--- src/rtl/core/evsm_ram.sv ---
// ----------------------------------------------------------------------------
// evsm_ram
// Generic single-clock RAM: one write port, one read port, registered read.
// ----------------------------------------------------------------------------
module evsm_ram #(
  parameter int WIDTH = 8,
  parameter int DEPTH = 256,
  localparam int AW   = (DEPTH > 1) ? $clog2(DEPTH) : 1
) (
  input  logic             clk_i,
  input  logic             we_i,
  input  logic [AW-1:0]    waddr_i,
  input  logic [WIDTH-1:0] wdata_i,
  input  logic [AW-1:0]    raddr_i,
  output logic [WIDTH-1:0] rdata_o
);

  logic [WIDTH-1:0] mem_q [DEPTH];

  // write port
  always_ff @(posedge clk_i) begin
    if (we_i) begin
      mem_q[waddr_i] <= wdata_i;
    end
  end

  // registered read port
  always_ff @(posedge clk_i) begin
    rdata_o <= mem_q[raddr_i];
  end

endmodule

--- config.mk ---
export PLATFORM = sky130hd
export DESIGN_NAME = evsm_ram
export DESIGN_NICKNAME = d
export VERILOG_FILES = /design/src/rtl/core/evsm_ram.sv
export SDC_FILE = /design/constraint.sdc
export NUM_CORES = 2
export LEC_CHECK = 0
export BUFFER_PORTS_ARGS = -buffer_cell sky130_fd_sc_hd__buf_2
export CAP_MARGIN = 20
export CORE_MARGIN = 1
export CORE_UTILIZATION = 40
export DETAILED_ROUTE_END_ITERATION = 12
export PLACE_DENSITY = 0.64
export RECOVER_POWER = 100
export SYNTH_ARGS = -nofsm -noshare
export SYNTH_HDL_FRONTEND = slang
export SYNTH_SLANG_ARGS = --single-unit
--- constraint.sdc ---
create_clock -name clk_i -period 3.8 [get_ports clk_i]
set_input_delay 1.14 -clock clk_i [delete_from_list [all_inputs] [get_ports clk_i]]
set_output_delay 1.14 -clock clk_i [all_outputs]
set_load 0.01 [all_outputs]
Word-level counts from Yosys, hierarchy flattened
Memories as Yosys holds them, arrays and structs flattened. A register that Yosys moved wholly into a read port is not among the register bits.
Index checks and enable logic that the tools add are counted.
{"block": "classes", "n_mux": 2}
{"cell": "1-bit 2-to-1 mux", "count": 2}
{"block": "totals", "inputBits": 26, "mem_count": 1, "out_inout_bits": 8, "elab_cells": 3, "reg_bits": 0, "ram_bits": 2048}
{"memory": "mem_q", "depth": 256, "word_bits": 8, "rd": 1, "rd_ports_with_merged_regs": 1, "write_ports": 1, "line_no": "18", "rtl": "logic [WIDTH-1:0] mem_q [DEPTH];"}

Longest topological paths before layout
{"block": "logic_depth", "word_depth": 2, "mapped_depth": 11, "ltp_nobuf": 6}

Least setup slack after synthesis
Ideal clock, no wire load.
{"block": "synth_path", "path_type": "in2reg", "from": "input raddr_i[0]", "to": "register rdata_o[2] (read register of mem_q)", "setup_slack_ns": 0.722, "path_buffers": 4, "t_arrival_ns": 2.947, "required_ns": 3.669, "setup_ns": 0.131, "path_stages": 9, "path_cell_list": "buf_6 -> buf_12 -> buf_8 -> buf_2 -> mux4_2 -> a22oi_1 -> a21oi_1 -> nor4_1 -> nor4_2"}
{"element": "from (decl)", "line_no": "14", "rtl": "input logic [AW-1:0] raddr_i,"}
{"element": "to (decl)", "line_no": "15", "rtl": "output logic [WIDTH-1:0] rdata_o"}

Final worst setup path
{"block": "layout_path", "from": "input waddr_i[1]", "to": "memory mem_q[128][0], enable pin"}
{"element": "from (decl)", "line_no": "12", "rtl": "input logic [AW-1:0] waddr_i,"}
{"element": "to (decl)", "line_no": "18"}
No word-level cell before the write port.

==> impl_metrics.json <==
{
  "routed_wire_length_per_instance_um": 28.17,
  "worst-slew-pin-transition_ns": 2.954,
  "layout.cells.most_common": "sky130_fd_sc_hd__edfxtp_1",
  "static-leakage-power_uw": 0.02825,
  "total_clock_buffers_created_by_cts": 201,
  "worst_path_required_ns": 4.41,
  "largest_net_degree_at_the_start_of_global_routing": 112,
  "root_buf_cell": "sky130_fd_sc_hd__clkbuf_16",
  "final_antenna_net_count": 0,
  "setup_tns_ns": 0,
  "floorplan.io_pins": 34,
  "grt_first_pass_wirelength_um": 286600,
  "violations": "capacitance limit, slew limit",
  "timing.final.crit_share_pct": 92.29,
  "total_die_area_sq_um": 200700,
  "clkSinkCount": 2056,
  "number_of_antenna_violations_at_the_first_check_in_global_routing": 15,
  "ff2ff_setup_slack_ns": 1.05,
  "total_of_max_cap_violations": 15,
  "hold_viol": 0,
  "dominantRegCellSynth": "sky130_fd_sc_hd__edfxtp_1",
  "dr_pass1_iterations": 6,
  "fin_total_pwr_uw": 47050,
  "drt-initial-drc-count": 4696,
  "cp.arrival_ns": 4.12,
  "main_combinational_cell_family_by_area_after_synthesis": "multiplexers",
  "via_count_of_the_first_global_routing_pass": 40320,
  "grt_use_total_pct": 19.83,
  "outcome": "complete, but fails checks",
  "p_per_area_nw_per_um2": 513.2,
  "total_of_warnings_raised_by_yosys": 0,
  "drive_above_1_share_pct": 23.10,
  "clock_latency_ns": 0.83,
  "hold_buffers": 0,
  "clk_path_buf_depth": 3,
  "hp-class": "in2reg",
  "capturing_element_type_of_the_critical_path": "flop",
  "critPathMaxFanout": 13,
  "dp.final_hpwl_um": 128200,
  "globalplace.congestion": 0.9029,
  "synthesis.nets": 3759,
  "cts-htree-levels": 4,
  "synthesis.instances": 3733,
  "remaining_drc_errors": 0,
  "synthArstFlopShare_pct": 0,
  "cts.reportedPaths.clkPinSlew_ns": 0.06,
  "post_synth_num_cell_types": 55,
  "synth-adder-area-share_pct": 0,
  "finalSetupViolCount": 0,
  "final.setup.worst_slack_ns": 0.2930,
  "holdWs_ns": 0.9313,
  "criticalPathCategory": "in2reg",
  "yosysSeqAreaShare_pct": 77.50,
  "overflow": 0,
  "start_kind": "primary input",
  "fmax_ghz": 0.2851,
  "placement.setup.worst_slack_ns": -0.2854,
  "synth_area_in_compound_gates_pct": 3.419,
  "fillCellCount": 16610,
  "report.final.slew_viol_count": 665,
  "maxSlewHeadroom_pct": -96.92,
  "post_cts_resize_count": 0,
  "postSynthAreaPerCell_sq_um": 21.31,
  "initial_core_util_pct": 40.30,
  "post_cts.repair.setup_buffers": 0,
  "max-vdd-ir-drop_mv": 0.4709,
  "fraction_of_synthesized_area_in_multiplexers_pct": 14.62,
  "synth.ff_latch_count": 2056,
  "synthToLayoutAreaGrowth_pct": 15.23,
  "detailed_route_via_count": 40120,
  "post_synth_xor_area_fraction_pct": 0,
  "synth_simple_gate_area_share_pct": 2.628,
  "combined_area_of_all_synthesized_cells_sq_um": 79560,
  "fp.dieW_um": 448.0,
  "rows": 163,
  "rsz_0062_raised_after_global_routing": "no",
  "port-buffer-count": 33,
  "tritoncts": "done",
  "synth_enable_flop_cells": 2048,
  "floorplan.core_area_sq_um": 197400,
  "totalWireLength_um": 199000,
  "mostFrequentLayoutCells": "sky130_fd_sc_hd__edfxtp_1, sky130_fd_sc_hd__mux4_2, sky130_fd_sc_hd__clkbuf_1, sky130_fd_sc_hd__nor2_1, sky130_fd_sc_hd__clkbuf_16",
  "layout.nets": 4278,
  "dr_vias_cell": 5.679,
  "post-route-min-period_ns": 3.507,
  "skew_ns": 0.04437,
  "die_y_um": 448.0
}
[registers in the layout, summed over array words and instances, names as in the netlist]
register / cells
rdata_o: 8
mem_q: 2048
[where the power goes]
part / internal (uW) / switching (uW)
Combinational: 898 / 1500
Sequential: 25000 / 57.2
Clock: 11000 / 8550
[critical path, cell delays in order]
cell and delay, ns:
sky130_fd_sc_hd__clkbuf_1 0.32, sky130_fd_sc_hd__nor2_1 0.09, sky130_fd_sc_hd__clkbuf_1 0.23, sky130_fd_sc_hd__nand3_1 0.14, sky130_fd_sc_hd__clkbuf_1 1.53, sky130_fd_sc_hd__nor2_1 0.36
sky130_fd_sc_hd__buf_4 0.31
[layout make-up]
type | instances | area [sq um] | area share (%)
clock inverter | 132 | 1309 | 1.428
timing repair buffer | 549 | 3675 | 4.009
tap | 2640 | 3303 | 3.603
sequential | 2056 | 61660 | 67.26
antenna | 5 | 12.51 | 0.01365
inverter | 2 | 7.507 | 0.008189
multi-input combinational | 1442 | 16490 | 17.98
clock buffer | 238 | 5221 | 5.696
[through the flow]
| step | area, sq um | util (%) | cells |
|---|---|---|---|
| 2_1_floorplan | 79560 | - | 3733 |
| 5_1_grt | 91670 | 46.43 | 7063 |
| 3_3_place_gp | 86330 | 43.73 | 6689 |
| 3_5_place_dp | 86330 | 43.73 | 6689 |
| 4_1_cts | 92860 | 47.03 | 7059 |
| 6_report | 91670 | 46.44 | 7064 |
[final timing paths]
check                              start                 endpoint  depth (start not counted)
setup / recovery              waddr_i[1]  mem_q[128][0]$_DFFE_PP_                          7
hold reg to reg   mem_q[60][2]$_DFFE_PP_       rdata_o[2]$_DFF_P_                          7
setup reg to reg  mem_q[82][1]$_DFFE_PP_       rdata_o[1]$_DFF_P_                          6
hold / removal                waddr_i[2]  mem_q[174][5]$_DFFE_PP_                          3
[Yosys cell counts (24+ instances only)]
| library cell | count | area, sq um |
|---|---|---|
| sky130_fd_sc_hd__mux4_2 | 454 | 10220 |
| sky130_fd_sc_hd__o22ai_1 | 28 | 175.2 |
| sky130_fd_sc_hd__clkbuf_1 | 111 | 416.7 |
| sky130_fd_sc_hd__buf_4 | 27 | 202.7 |
| sky130_fd_sc_hd__mux2i_1 | 134 | 1341 |
| sky130_fd_sc_hd__nor2_1 | 282 | 1059 |
| sky130_fd_sc_hd__a22oi_1 | 133 | 998.5 |
| sky130_fd_sc_hd__nand3_1 | 34 | 170.2 |
| sky130_fd_sc_hd__o221ai_1 | 46 | 402.9 |
| sky130_fd_sc_hd__nor2b_1 | 31 | 193.9 |
| sky130_fd_sc_hd__edfxtp_1 | 2048 | 61500 |
| sky130_fd_sc_hd__nand2_1 | 33 | 123.9 |
| sky130_fd_sc_hd__a21oi_1 | 96 | 480.5 |
| sky130_fd_sc_hd__buf_2 | 31 | 155.2 |
| sky130_fd_sc_hd__nor4_1 | 24 | 150.1 |
[metal layers]
metal,GRT usage (%),share of wire [%]
met5,0,0
met1,27.80,40
met4,6.198,3.0
met3,3.178,8.2
met2,31.90,48
[kinds of logic after synthesis]
group           after synthesis
flops                      2056
mux                         591
simple gates                466
compound gates              385
buf+inv                     235
Power figures use the tool's default switching activity.
