<file path="config.mk">
export PLATFORM = sky130hd
export DESIGN_NAME = evsm_engine
export DESIGN_NICKNAME = d
export VERILOG_FILES = /design/src/rtl/core/evsm_pkg.sv /design/src/rtl/core/evsm_ram.sv /design/src/rtl/core/evsm_engine.sv
export SDC_FILE = /design/constraint.sdc
export NUM_CORES = 2
export LEC_CHECK = 0
export BUFFER_PORTS_ARGS = -buffer_cell sky130_fd_sc_hd__buf_2
export CORE_UTILIZATION = 28
export CTS_BUF_LIST = sky130_fd_sc_hd__clkbuf_8
export CTS_CLUSTER_DIAMETER = 150
export DETAILED_ROUTE_END_ITERATION = 16
export MAX_ROUTING_LAYER = met4
export PLACE_DENSITY_LB_ADDON = 0.1
export SYNTH_ARGS = -nofsm -noshare
export SYNTH_HDL_FRONTEND = slang
export SYNTH_SLANG_ARGS = --single-unit
export TNS_END_PERCENT = 5
</file>
<file path="constraint.sdc">
create_clock -name clk_i -period 12.7 [get_ports clk_i]
set_clock_uncertainty 0.2 [all_clocks]
set_input_delay 3.175 -clock clk_i [delete_from_list [all_inputs] [get_ports clk_i]]
set_output_delay 3.175 -clock clk_i [all_outputs]
set_load 0.02 [all_outputs]
</file>
<file path="src/rtl/core/evsm_pkg.sv">
// ----------------------------------------------------------------------------
// evsm_pkg
// Shared types and constants of the eight-voice sample mixer: request and
// result formats, request codes, sequencer states and arithmetic constants.
// ----------------------------------------------------------------------------
package evsm_pkg;

  // Default configuration
  localparam int VOICES_DEF    = 8;
  localparam int ADDR_BITS_DEF = 16;

  // Request codes
  typedef enum logic [1:0] {
    REQ_WRITE = 2'd0,
    REQ_START = 2'd1,
    REQ_MIX   = 2'd2,
    REQ_NONE  = 2'd3
  } evsm_req_e;

  // Result kinds
  typedef enum logic {
    KIND_START = 1'b0,
    KIND_MIX   = 1'b1
  } evsm_kind_e;

  // Sequencer states
  typedef enum logic [2:0] {
    ST_IDLE,
    ST_SCAN,
    ST_SCAN_DRAIN,
    ST_PICK,
    ST_GAIN,
    ST_FINISH,
    ST_MIX,
    ST_MIX_DRAIN
  } evsm_state_e;

  // Arithmetic constants
  localparam logic [15:0] HANDLE_FIRST = 16'd100;
  localparam logic [7:0]  SILENCE      = 8'd128;
  localparam logic [8:0]  SEP_SPAN     = 9'd256;   // 257 - (sep + 1)
  localparam logic [23:0] DIV_RECIP    = 24'd8454660; // floor(2^30 / 127)
  localparam int          RECIP_SHIFT  = 30;
  localparam int          SCALE_DIV    = 127;
  localparam int          SAT_MAX      = 32767;
  localparam int          SAT_MIN      = -32768;

  // One request
  typedef struct packed {
    logic [1:0]  req_type;
    logic [15:0] mem_addr;
    logic [7:0]  mem_data;
    logic [16:0] sound_length;
    logic [7:0]  sound_id;
    logic        exclusive;
    logic [3:0]  volume;
    logic [7:0]  separation;
    logic [17:0] pitch_step;
    logic [30:0] tick;
  } evsm_req_t;

  // One result
  typedef struct packed {
    logic               result_kind;
    logic [15:0]        handle;
    logic [2:0]         voice_slot;
    logic signed [15:0] left_sample;
    logic signed [15:0] right_sample;
  } evsm_res_t;

endpackage

</file>
<file path="src/rtl/core/evsm_ram.sv">
// ----------------------------------------------------------------------------
// evsm_ram
// Generic single-clock RAM: one write port, one read port, registered read.
// ----------------------------------------------------------------------------
module evsm_ram #(
  parameter int WIDTH = 8,
  parameter int DEPTH = 256,
  localparam int AW   = (DEPTH > 1) ? $clog2(DEPTH) : 1
) (
  input  logic             clk_i,
  input  logic             we_i,
  input  logic [AW-1:0]    waddr_i,
  input  logic [WIDTH-1:0] wdata_i,
  input  logic [AW-1:0]    raddr_i,
  output logic [WIDTH-1:0] rdata_o
);

  logic [WIDTH-1:0] mem_q [DEPTH];

  // write port
  always_ff @(posedge clk_i) begin
    if (we_i) begin
      mem_q[waddr_i] <= wdata_i;
    end
  end

  // registered read port
  always_ff @(posedge clk_i) begin
    rdata_o <= mem_q[raddr_i];
  end

endmodule

</file>
<file path="src/rtl/core/evsm_engine.sv">
// ----------------------------------------------------------------------------
// evsm_engine
// Voice sequencer: holds the per-voice state in a voice RAM, walks it one
// entry a cycle to allocate or mix, and reads and writes the sample store.
// ----------------------------------------------------------------------------
module evsm_engine
  import evsm_pkg::*;
#(
  parameter int VOICES           = VOICES_DEF,
  parameter int SAMPLE_ADDR_BITS = ADDR_BITS_DEF
) (
  input  logic                        clk_i,
  input  logic                        rst_ni,
  input  logic                        start_i,
  output logic                        busy_o,
  input  evsm_req_t                   req_i,
  output logic                        res_valid_o,
  output evsm_res_t                   res_o,
  output logic                        store_we_o,
  output logic [SAMPLE_ADDR_BITS-1:0] store_waddr_o,
  output logic [7:0]                  store_wdata_o,
  output logic [SAMPLE_ADDR_BITS-1:0] store_raddr_o,
  input  logic [7:0]                  store_rdata_i
);

  localparam int AW   = SAMPLE_ADDR_BITS;
  localparam int VIW  = (VOICES > 1) ? $clog2(VOICES) : 1;
  localparam int VAW  = ((AW > 17) ? AW : 17) + 2;
  localparam int ACW  = ((VOICES > 1) ? $clog2(VOICES) : 0) + 17;
  localparam logic [VIW-1:0] LAST_IX = VIW'(VOICES - 1);
  localparam logic signed [ACW-1:0] SMAX = ACW'(SAT_MAX);
  localparam logic signed [ACW-1:0] SMIN = ACW'(SAT_MIN);

  typedef struct packed {
    logic [VAW-1:0] addr;
    logic [VAW-1:0] fin;
    logic [17:0]    step;
    logic [15:0]    frac;
    logic [30:0]    tick;
    logic [7:0]     id;
    logic [6:0]     gl;
    logic [6:0]     gr;
  } voice_t;

  localparam int VW = $bits(voice_t);

  evsm_state_e state_q, state_d;
  evsm_req_t   req_q;
  logic [VIW-1:0] ix_q, ix_d;
  logic [VOICES-1:0] act_q, act_d;
  logic           p1_q;
  logic [VIW-1:0] p1_ix_q;
  logic           killed_q, killed_d;
  logic [30:0]    old_tick_q, old_tick_d;
  logic [VIW-1:0] old_slot_q, old_slot_d;
  logic [VIW-1:0] slot_q;
  logic [15:0]    pl1_q, pr1_q;
  logic [24:0]    pl2_q, pr2_q;
  logic [15:0]    hc_q;
  evsm_res_t      res_q;
  logic           res_vld_q;

  // mix pipeline
  logic           s2_vld_q;
  logic [6:0]     s2_gl_q, s2_gr_q;
  logic           s3_vld_q, s3_neg_q;
  logic [13:0]    s3_pl_q, s3_pr_q;
  logic           s4_vld_q, s4_neg_q;
  logic [21:0]    s4_ml_q, s4_mr_q;
  logic [15:0]    s4_ql_q, s4_qr_q;
  logic signed [ACW-1:0] acc_l_q, acc_r_q;

  // voice RAM ports
  logic           vram_we;
  logic [VIW-1:0] vram_waddr, vram_raddr;
  voice_t         vram_wdata, vram_rdata;

  logic accept;
  logic is_mix;
  logic s1_live;

  evsm_ram #(
    .WIDTH(VW),
    .DEPTH(VOICES)
  ) u_voice_ram (
    .clk_i  (clk_i),
    .we_i   (vram_we),
    .waddr_i(vram_waddr),
    .wdata_i(vram_wdata),
    .raddr_i(vram_raddr),
    .rdata_o(vram_rdata)
  );

  assign busy_o      = (state_q != ST_IDLE);
  assign accept      = start_i && !busy_o;
  assign is_mix      = (req_q.req_type == REQ_MIX);
  assign s1_live     = p1_q && act_q[p1_ix_q];
  assign res_valid_o = res_vld_q;
  assign res_o       = res_q;

  // store writes go straight through on acceptance
  assign store_we_o    = accept && (req_i.req_type == REQ_WRITE);
  assign store_waddr_o = AW'(req_i.mem_addr);
  assign store_wdata_o = req_i.mem_data;

  // next state
  always_comb begin
    state_d = state_q;
    unique case (state_q)
      ST_IDLE: begin
        if (accept && req_i.req_type == REQ_START) state_d = ST_SCAN;
        else if (accept && req_i.req_type == REQ_MIX) state_d = ST_MIX;
      end
      ST_SCAN:       if (ix_q == LAST_IX) state_d = ST_SCAN_DRAIN;
      ST_SCAN_DRAIN: if (!p1_q) state_d = ST_PICK;
      ST_PICK:       state_d = ST_GAIN;
      ST_GAIN:       state_d = ST_FINISH;
      ST_FINISH:     state_d = ST_IDLE;
      ST_MIX:        if (ix_q == LAST_IX) state_d = ST_MIX_DRAIN;
      ST_MIX_DRAIN: begin
        if (!p1_q && !s2_vld_q && !s3_vld_q && !s4_vld_q) state_d = ST_IDLE;
      end
      default:       state_d = ST_IDLE;
    endcase
  end

  // voice slot choice: lowest free voice, else the oldest
  logic           any_free;
  logic [VIW-1:0] free_ix;
  always_comb begin
    any_free = 1'b0;
    free_ix  = '0;
    for (int i = VOICES - 1; i >= 0; i--) begin
      if (!act_q[i]) begin
        any_free = 1'b1;
        free_ix  = VIW'(i);
      end
    end
  end

  // gain arithmetic operands
  logic [6:0] vol8;
  logic [8:0] sep_l, sep_r;
  assign vol8  = {req_q.volume, 3'b000};
  assign sep_l = {1'b0, req_q.separation} + 9'd1;
  assign sep_r = SEP_SPAN - {1'b0, req_q.separation};

  logic [8:0]  gl_full, gr_full;
  assign gl_full = {2'b00, vol8} - pl2_q[24:16];
  assign gr_full = {2'b00, vol8} - pr2_q[24:16];

  // voice advance for the entry at the read stage
  logic [18:0]    fsum;
  logic [VAW-1:0] naddr;
  voice_t         vnext;
  assign fsum  = {3'b000, vram_rdata.frac} + {1'b0, vram_rdata.step};
  assign naddr = vram_rdata.addr + VAW'(fsum[18:16]);
  always_comb begin
    vnext      = vram_rdata;
    vnext.addr = naddr;
    vnext.frac = fsum[15:0];
  end

  // new voice entry
  voice_t         vnew;
  logic [VAW-1:0] start_addr;
  assign start_addr = VAW'(AW'(req_q.mem_addr));
  always_comb begin
    vnew.addr = start_addr;
    vnew.fin  = start_addr + VAW'(req_q.sound_length);
    vnew.step = req_q.pitch_step;
    vnew.frac = '0;
    vnew.tick = req_q.tick;
    vnew.id   = req_q.sound_id;
    vnew.gl   = gl_full[6:0];
    vnew.gr   = gr_full[6:0];
  end

  // outputs of the sequencer: RAM ports, voice flags, scan bookkeeping
  always_comb begin
    vram_we       = 1'b0;
    vram_waddr    = p1_ix_q;
    vram_wdata    = vnext;
    vram_raddr    = ix_q;
    store_raddr_o = vram_rdata.addr[AW-1:0];
    act_d         = act_q;
    killed_d      = killed_q;
    old_tick_d    = old_tick_q;
    old_slot_d    = old_slot_q;
    ix_d          = ix_q;

    if (state_q == ST_SCAN || state_q == ST_MIX) begin
      ix_d = ix_q + VIW'(1);
    end

    // mix: write back the advanced voice and retire it at its end
    if (s1_live && is_mix) begin
      vram_we = 1'b1;
      if (naddr >= vram_rdata.fin) act_d[p1_ix_q] = 1'b0;
    end

    // allocation scan: exclusive stop and oldest search
    if (p1_q && !is_mix) begin
      if (req_q.exclusive && act_q[p1_ix_q] && !killed_q &&
          vram_rdata.id == req_q.sound_id) begin
        act_d[p1_ix_q] = 1'b0;
        killed_d       = 1'b1;
      end
      if (vram_rdata.tick < old_tick_q) begin
        old_tick_d = vram_rdata.tick;
        old_slot_d = p1_ix_q;
      end
    end

    // claim the chosen voice
    if (state_q == ST_FINISH) begin
      vram_we        = 1'b1;
      vram_waddr     = slot_q;
      vram_wdata     = vnew;
      act_d[slot_q]  = 1'b1;
    end

    if (accept) begin
      ix_d       = '0;
      killed_d   = 1'b0;
      old_tick_d = req_i.tick;
      old_slot_d = '0;
    end
  end

  // sample scaling: gain * |byte - 128| and its sign
  logic [7:0]  mag;
  logic        neg;
  assign neg = (store_rdata_i < SILENCE);
  assign mag = neg ? (SILENCE - store_rdata_i) : (store_rdata_i - SILENCE);

  // divide by 127: reciprocal product, then one correction step
  logic [45:0] prod_l, prod_r;
  assign prod_l = 46'({s3_pl_q, 8'h00}) * 46'(DIV_RECIP);
  assign prod_r = 46'({s3_pr_q, 8'h00}) * 46'(DIV_RECIP);

  logic [22:0] rem_l, rem_r;
  logic [15:0] q_l, q_r;
  logic signed [ACW-1:0] add_l, add_r;
  assign rem_l = {1'b0, s4_ml_q} - (23'({s4_ql_q, 7'b0}) - 23'(s4_ql_q));
  assign rem_r = {1'b0, s4_mr_q} - (23'({s4_qr_q, 7'b0}) - 23'(s4_qr_q));
  assign q_l   = s4_ql_q + 16'(rem_l >= 23'(SCALE_DIV));
  assign q_r   = s4_qr_q + 16'(rem_r >= 23'(SCALE_DIV));
  assign add_l = s4_neg_q ? -ACW'(q_l) : ACW'(q_l);
  assign add_r = s4_neg_q ? -ACW'(q_r) : ACW'(q_r);

  // saturate the frame sums
  logic signed [15:0] sat_l, sat_r;
  always_comb begin
    priority if (acc_l_q > SMAX) sat_l = 16'(SAT_MAX);
    else if (acc_l_q < SMIN)     sat_l = 16'(SAT_MIN);
    else                         sat_l = acc_l_q[15:0];
    priority if (acc_r_q > SMAX) sat_r = 16'(SAT_MAX);
    else if (acc_r_q < SMIN)     sat_r = 16'(SAT_MIN);
    else                         sat_r = acc_r_q[15:0];
  end

  logic [15:0] handle_use;
  assign handle_use = (hc_q == '0) ? HANDLE_FIRST : hc_q;

  // control registers
  always_ff @(posedge clk_i or negedge rst_ni) begin
    if (!rst_ni) begin
      state_q   <= ST_IDLE;
      act_q     <= '0;
      p1_q      <= 1'b0;
      s2_vld_q  <= 1'b0;
      s3_vld_q  <= 1'b0;
      s4_vld_q  <= 1'b0;
      killed_q  <= 1'b0;
      hc_q      <= '0;
      res_vld_q <= 1'b0;
      ix_q      <= '0;
    end else begin
      state_q   <= state_d;
      act_q     <= act_d;
      ix_q      <= ix_d;
      killed_q  <= killed_d;
      p1_q      <= (state_q == ST_SCAN) || (state_q == ST_MIX);
      s2_vld_q  <= s1_live && is_mix;
      s3_vld_q  <= s2_vld_q;
      s4_vld_q  <= s3_vld_q;
      res_vld_q <= (state_q == ST_FINISH) ||
                   (state_q == ST_MIX_DRAIN && state_d == ST_IDLE);
      if (state_q == ST_FINISH) hc_q <= handle_use + 16'd1;
    end
  end

  // payload registers
  always_ff @(posedge clk_i) begin
    if (accept) req_q <= req_i;
    p1_ix_q    <= ix_q;
    old_tick_q <= old_tick_d;
    old_slot_q <= old_slot_d;

    // pick the slot and form the first gain products
    if (state_q == ST_PICK) begin
      slot_q <= any_free ? free_ix : old_slot_q;
      pl1_q  <= 16'(vol8) * 16'(sep_l);
      pr1_q  <= 16'(vol8) * 16'(sep_r);
    end
    if (state_q == ST_GAIN) begin
      pl2_q <= 25'(pl1_q) * 25'(sep_l);
      pr2_q <= 25'(pr1_q) * 25'(sep_r);
    end

    // mix pipeline stages
    s2_gl_q  <= vram_rdata.gl;
    s2_gr_q  <= vram_rdata.gr;
    s3_neg_q <= neg;
    s3_pl_q  <= 14'(s2_gl_q * 15'(mag));
    s3_pr_q  <= 14'(s2_gr_q * 15'(mag));
    s4_neg_q <= s3_neg_q;
    s4_ml_q  <= {s3_pl_q, 8'h00};
    s4_mr_q  <= {s3_pr_q, 8'h00};
    s4_ql_q  <= prod_l[RECIP_SHIFT+15:RECIP_SHIFT];
    s4_qr_q  <= prod_r[RECIP_SHIFT+15:RECIP_SHIFT];

    // accumulate the frame
    if (accept) begin
      acc_l_q <= '0;
      acc_r_q <= '0;
    end else if (s4_vld_q) begin
      acc_l_q <= acc_l_q + add_l;
      acc_r_q <= acc_r_q + add_r;
    end

    // form the result
    if (state_q == ST_FINISH) begin
      res_q.result_kind  <= KIND_START;
      res_q.handle       <= handle_use;
      res_q.voice_slot   <= 3'(slot_q);
      res_q.left_sample  <= '0;
      res_q.right_sample <= '0;
    end else if (state_q == ST_MIX_DRAIN) begin
      res_q.result_kind  <= KIND_MIX;
      res_q.handle       <= '0;
      res_q.voice_slot   <= '0;
      res_q.left_sample  <= sat_l;
      res_q.right_sample <= sat_r;
    end
  end

  // the voice RAM and the sample store are never written in the same cycle
  a_one_writer: assert property (@(posedge clk_i) disable iff (!rst_ni)
    !(vram_we && store_we_o))
    else $error("voice RAM and sample store written together");

  // a result follows a busy cycle
  a_res_after_busy: assert property (@(posedge clk_i) disable iff (!rst_ni)
    res_vld_q |-> $past(state_q == ST_FINISH || state_q == ST_MIX_DRAIN))
    else $error("result strobe without a finishing request");

  // voice flags only change while a request is worked on
  a_act_idle: assert property (@(posedge clk_i) disable iff (!rst_ni)
    (state_q == ST_IDLE && $past(state_q == ST_IDLE)) |-> $stable(act_q))
    else $error("voice flags changed while idle");

  // a claimed voice is active afterward
  a_claim: assert property (@(posedge clk_i) disable iff (!rst_ni)
    (state_q == ST_FINISH) |=> act_q[$past(slot_q)])
    else $error("claimed voice not active");

endmodule

</file>
### Yosys cells after proc, flatten, opt, wreduce, memory -nomap -nowiden

Memories as Yosys holds them, arrays and structs flattened. A register that Yosys moved wholly into a read port is not among the register bits.
Index checks and enable logic that the tools add are counted.

| storage, ports and cells | value |
|---|---|
| bits in registers | 443 |
| memory bits (writable) | 1000 |
| input port bits | 124 |
| output and inout port bits | 95 |
| logic and storage cells | 200 |
| memories kept | 1 |

| operators by class | value |
|---|---|
| $add $sub $neg | 21 |
| multipliers | 8 |
| order comparisons | 13 |
| eq/ne operators | 12 |
| mux-type cells | 59 |
| bitwise gates (word level) | 4 |
| reduce and logical (&&, ||, !) cells | 38 |

Memory list:

| name | words | width | read ports | clocked after Yosys merged registers in | write ports | RTL line | source |
|---|---|---|---|---|---|---|---|
| u_voice_ram.mem_q | 8 | 125 | 1 | 1 | 1 | evsm_ram.sv:18 | `logic [WIDTH-1:0] mem_q [DEPTH];` |

Operator list:

| operator | number |
|---|---|
| 125-bit two-way mux | 1 |
| 51-bit two-way mux | 2 |
| 31-bit two-way mux | 3 |
| 16-bit two-way mux | 5 |
| 14-bit by 22-bit multiplier with 36-bit output (second input constant) | 2 |
| 3-bit two-way mux | 18 |
| 8-bit two-way mux | 6 |
| 23-bit by 7-bit greater-or-equal comparator with 1-bit output (second input constant) | 2 |
| 22-bit by 23-bit subtractor with 23-bit output | 2 |
| 23-bit by 16-bit subtractor with 23-bit output | 2 |
| 20-bit adder | 2 |
| 20-bit by 16-bit > comparator with 1-bit output (second input constant) | 2 |
| 20-bit by 16-bit less-than comparator with 1-bit output (second input constant) | 2 |
| 13-bit by 9-bit multiplier with 20-bit output | 2 |
| 20-bit two-way mux | 2 |
| 16-bit negation with 20-bit output | 2 |
| 16-bit by 1-bit adder with 16-bit output | 2 |
| 31-bit less-than comparator | 1 |
| 7-bit by 8-bit multiplier with 14-bit output | 2 |
| 4-bit by 9-bit multiplier with 13-bit output | 2 |
| 3-bit case mux with 8 select lines | 1 |
| 16-bit by 18-bit adder with 19-bit output | 1 |
| 19-bit by 3-bit adder with 19-bit output | 1 |
| 19-bit greater-or-equal comparator | 1 |
| 32 further kinds | 89 |

### Longest topological paths before layout

| logic depth | value |
|---|---|
| word-level depth | 13 |
| depth in mapped cells | 36 |
| mapped depth without buffers | 35 |

### Hierarchy

Synthesis repeated with hierarchy kept, for this count alone.

| unflattened totals | value |
|---|---|
| cells, all modules | 5757 |
| area total of the unflattened synthesis | 77491.8 sq um |

Modules (own cells, without submodules):

| module | instances | cells each | area each (sq um) | sequential area each (sq um) |
|---|---|---|---|---|
| evsm_ram | 1 | 1583 | 40144.8 | 32531.2 |
| evsm_engine | 1 | 4174 | 37347.1 | 10510.1 |

### Worst setup path after synthesis

No wires, ideal clock.

| timing | value |
|---|---|
| kind | input port to flip-flop |
| start | input store_rdata_i[0] |
| end | register s3_pl_q[13] |
| library setup time | 0.072 ns |
| arrival time | 7.859 ns |
| data required time | 12.428 ns |
| slack | 4.569 ns |
| cell stages on the path | 24 |
| path buffers | 2 |
| cell sequence | clkbuf_1 > inv_1 > ha_1 > nor2_1 > xor2_1 > clkbuf_1 > nand2_1 > fa_1 > inv_1 > ha_1 > inv_1 > fa_1 > fa_1 > inv_1 > ha_1 > inv_1 > o21bai_1 > a21oi_1 > nor2b_1 > o21a_1 > nor3_1 > nor2_1 > o41ai_1 > xnor2_1 |

| on the way | value |
|---|---|
| word-level cells in the longest chain between the ends | 3 |
| elaborated cells on any way between the ends | 5 |
| classes of those cells | add/sub (2); mul (1); order compare (1); mux (1) |

Ends and longest elaborated chain:

| element | RTL line | source |
|---|---|---|
| from (decl) | evsm_engine.sv:23 | `input logic [7:0] store_rdata_i` |
| 8-bit subtractor / 8-bit less-than comparator (equally long branches) | evsm_engine.sv:235, evsm_engine.sv:234 |  |
| 8-bit two-way mux (*) | evsm_engine.sv:235 | `assign mag = neg ? (SILENCE - store_rdata_i) : (store_rdata_i - SILENCE);` |
| 7-bit by 8-bit multiplier with 14-bit output (*) | evsm_engine.sv:316 | `s3_pl_q <= 14'(s2_gl_q * 15'(mag));` |
| to (signal assigned) | evsm_engine.sv:316 |  |
| to (decl) | evsm_engine.sv:67 | `logic [13:0] s3_pl_q, s3_pr_q;` |

Every way passes the cells marked *; elsewhere a longest branch is shown, timed or not.
A chain may end at the register's enable or synchronous reset.

### Worst setup path in the final report

| timing | value |
|---|---|
| start | input store_rdata_i[0] |
| end | register s3_pr_q[12] |

| on the way | value |
|---|---|
| word-level cells in the longest chain between the ends | 3 |
| elaborated cells on any way between the ends | 5 |
| classes of those cells | add/sub (2); mul (1); order compare (1); mux (1) |

Ends and longest elaborated chain:

| element | RTL line | source |
|---|---|---|
| 8-bit subtractor / 8-bit less-than comparator (equally long branches) | evsm_engine.sv:235, evsm_engine.sv:234 |  |
| 8-bit two-way mux (*) | evsm_engine.sv:235 |  |
| 7-bit by 8-bit multiplier with 14-bit output (*) | evsm_engine.sv:317 | `s3_pr_q <= 14'(s2_gr_q * 15'(mag));` |
| to (signal assigned) | evsm_engine.sv:317 |  |
| to (decl) | evsm_engine.sv:67 |  |

Marks and branches as above.

==> summary.md <==
| Metric | Value |
|---|---|
| Status | `completed` |
| WP data required | `13.36 ns` |
| Antenna Nets Post-Route | `0` |
| Starting DRC count in detailed routing | `roughly 2400` |
| Sw Ratio | `40.65%` |
| Startpoint Class | `input pin` |
| Placed standard-cell area | `82310 sq um` |
| Final Hold Viols | `0` |
| Max Fanout on Critical Path | `16` |
| Row Count | `192` |
| Reg power frac | `31.8%` |
| Final net count | `6881` |
| Die Span Y | `~530 microns` |
| Pwr Density | `303.0 nW/um^2` |
| Int Power | `15.81 mW` |
| Fin. max-slew vios | `0` |
| Critical path type | `input pin to flip-flop` |
| Placeable Area | `273900 sq um` |
| Mapped Area | `77170 sq um` |
| Layout cells sized above 1 | `17.13%` |
| Largest stage delay, worst path | `0.97 ns` |
| Reported net switching power | `10.83 mW` |
| # Post-CTS Setup Buffers | `0` |
| Post_cts resized | `0` |
| Die Wd | `527.0 microns` |
| Longest Clk Path Bufs | `4` |
| Area Growth Syn to Fin | `13.94%` |
| Crit path buffers/inverters | `5` |
| DRT Pass-1 Iters | `6` |
| # DRC | `0` |
| Total wire length | `roughly 200 mm` |
| Initial antenna violation count | `18` |
| Clock power frac | `17.7%` |
| Post-synth ARST share | `2.335%` |
| VDD IR max | `0.2697 mV` |
| Worst Tran Pin Value | `1.232 ns` |
| Worst Path Arrival | `8.72 ns` |
| Top FF cell, synth | `edfxtp_1` |
| CP Cell Sequence | `buf_2 > inv_1 > ha_1 > nor2_1 > xor2_1 > nand2_1 > fa_1 > inv_1 > ha_1 > inv_1 > fa_1 > fa_1 > inv_1 > ha_1 > a21oi_1 > o21bai_1 > a21oi_1 > nor2b_1 > o21a_1 > o21ai_0 > nand2b_1 > a21oi_1 > xnor2_1` |
| Register area share after synthesis | `55.78%` |
| Final setup vio count | `0` |
| Max-slew headroom | `around 18%` |
| Cell family with most CP delay | `adder cells` |
| Yosys reg bits | `1542` |
| Initial Utilization | `28.18%` |
| Worst setup margin | `between 4 and 5 ns` |
| Via count of the first global-routing pass | `48120` |
| Crit-path slowest cell | `xor2_1` |
| First-pass GRT wire length | `305.1 mm` |
| Pin count of the biggest net entering global routing | `around 120` |
| # H-tree levels | `5` |
| Synth Instances | `5744` |
| Routed vias | `45060` |
| Total grt overflow | `0` |
| Post-DP HPWL | `123.4 mm` |
| CTS root buffer | `clkbuf_8` |
| Total negative slack | `0 ns` |
| Syn_nets | `6564` |
| Worst skew pair latency | `1.00 ns` |
| Routed vias/inst | `4.553` |
| Worst slack, placed | `3.649 ns` |
| Worst hold path type | `flip-flop to flip-flop` |
| EDFF count, synth | `around 1200` |
| Yosys cell types | `85` |
| Fin area | `87930 sq um` |
| Min Clock Period, post-route | `8.064 ns` |
| Static leakage | `about 34 nW` |
| Tcrit/Tclk final | `63.49%` |
| Synth warn | `0` |
| Critical Path Most Common Cell | `inv_1` |
| RSZ-0062 raised after global routing | `false` |
| Num CTS Buffers | `292` |
| # port buffers | `202` |
| Logic pwr share | `between 50% and 60%` |
| Die area | `between 200000 and 300000 sq um` |
| Global placement routability congestion | `0.7505` |
| Total track usage | `between 10% and 20%` |
| Clk sinks | `around 1500` |
| I/O Pins | `about 220` |
| Fmax | `124.0 MHz` |
| Post-CTS Hold Buffers | `0` |
| Crit end category | `flip-flop` |
| WL/cell | `20.20 microns` |
| Avg Cell Area, Syn | `~13 sq um` |
| CTS tree | `done` |
| CTS clk-pin slew, worst paths | `0.05 ns` |
| Max-cap violations | `0` |
[layout make-up]
type	count	area, sq um
sequential	1542	43050
inverter	447	1685
clock inverter	197	1067
antenna	14	35.03
tap	3589	4491
clock buffer	328	4514
timing repair buffer	270	1572
multi-input combinational	3508	31510
fill	27310	185900
[cell usage after synthesis, drive strengths merged (13+ instances only)]
cell,count,area share (%)
or3,13,0.11
nand3,67,0.43
dfrtp,36,1.2
a31oi,20,0.16
a21oi,144,0.93
buf,89,0.64
mux4,250,7.3
mux2,131,1.9
nor2,237,1.2
nor2b,48,0.39
nand2,738,3.6
a21o,76,0.74
o21ai,165,1.1
ha,439,7.1
nor4,19,0.17
o21bai,24,0.23
edfxtp,1198,47
o21a,31,0.30
and2,182,1.5
fa,257,6.7
o31ai,17,0.17
a211oi,30,0.29
nand2b,37,0.30
xor2,92,1.0
and3,22,0.18
xnor2,202,2.3
nor3,66,0.43
dfxtp,308,8.0
nand4,27,0.22
inv,446,2.2
clkbuf,158,0.77
mux2i,32,0.42
[kinds of logic after synthesis]
group	Yosys count	share of synthesized area (%)
AOI/OAI and AO/OA	608	5.025
xor gates and xnor gates	294	3.337
adders and majority gates	696	13.78
buffers and inverters	694	3.582
DFF	1542	55.78
muxes	413	9.623
and+or+nand+nor	1497	8.874
[layout by cell type, fill, tap and decap left out, types with 144 or more instances in the layout]
master / instances
and2_1: 182
edfxtp_1: 1198
buf_2: 202
nor2_1: 227
clkbuf_8: 328
a21oi_1: 144
o21ai_0: 153
xnor2_1: 197
ha_1: 439
inv_1: 556
nand2_1: 735
fa_1: 257
dfxtp_1: 308
mux4_2: 250
[worst paths after layout]
| kind | start | endpoint | slack [ns] | cells after the start |
|---|---|---|---|---|
| worst max-delay path | store_rdata_i[0] | s3_pr_q[12]$_DFF_P_ | 4.64 | 23 |
| worst min-delay path | s3_neg_q$_DFF_P_ | s4_neg_q$_DFF_P_ | 0.13 | 0 |
| worst max register to register | s4_qr_q[2]$_DFF_P_ | acc_r_q[19]$_SDFFE_PP0P_ | 4.76 | 28 |
| worst min register to register | s3_neg_q$_DFF_P_ | s4_neg_q$_DFF_P_ | 0.13 | 0 |
| max in group asynchronous | rst_ni | ix_q[1]$_DFFE_PN0P_ | 9.69 | 2 |
| min in group asynchronous | rst_ni | hc_q[14]$_DFFE_PN0P_ | 2.07 | 2 |
[metal layers]
| metal | track usage (%) | vias up | wire, microns |
|---|---|---|---|
| met2 | 23.22 | 837 | 91930 |
| li1 | - | 21210 | - |
| met1 | 19.86 | 22670 | 95300 |
| met5 | - | - | 0 |
| met3 | 2.408 | 335 | 8179 |
| met4 | 3.832 | 0 | 4431 |
[sequential cells by signal (all words and copies together), names as in the netlist, 20 cells and up]
name / count
acc_r_q: 20
old_tick_q: 31
u_voice_ram.mem_q: 1000
acc_l_q: 20
req_q: 105
res_o: 52
u_voice_ram.rdata_o: 125
[stage by stage]
stage,util (%),instances,total power [mW],hold WS [ns]
after floorplan,-,5744,18.55,0.1096
after detailed placement,30.06,9356,22.31,0.1185
after global routing,32.10,9891,29.24,0.1535
after CTS,32.09,9881,27.27,0.1319
final,32.11,9895,26.64,0.1270
after global placement,30.06,9356,22.31,0.1173
[power groups by stage]
stage	clock, mW	sequential (mW)	combinational, mW
6_report	4.71	8.47	13.5
5_1_grt	5.13	8.62	15.5
4_1_cts	4.93	8.50	13.8
3_5_place_dp	0	8.60	13.7
3_3_place_gp	0	8.59	13.7
2_1_floorplan	0	8.17	10.4
Note: power is estimated with default switching activity, not from simulation.
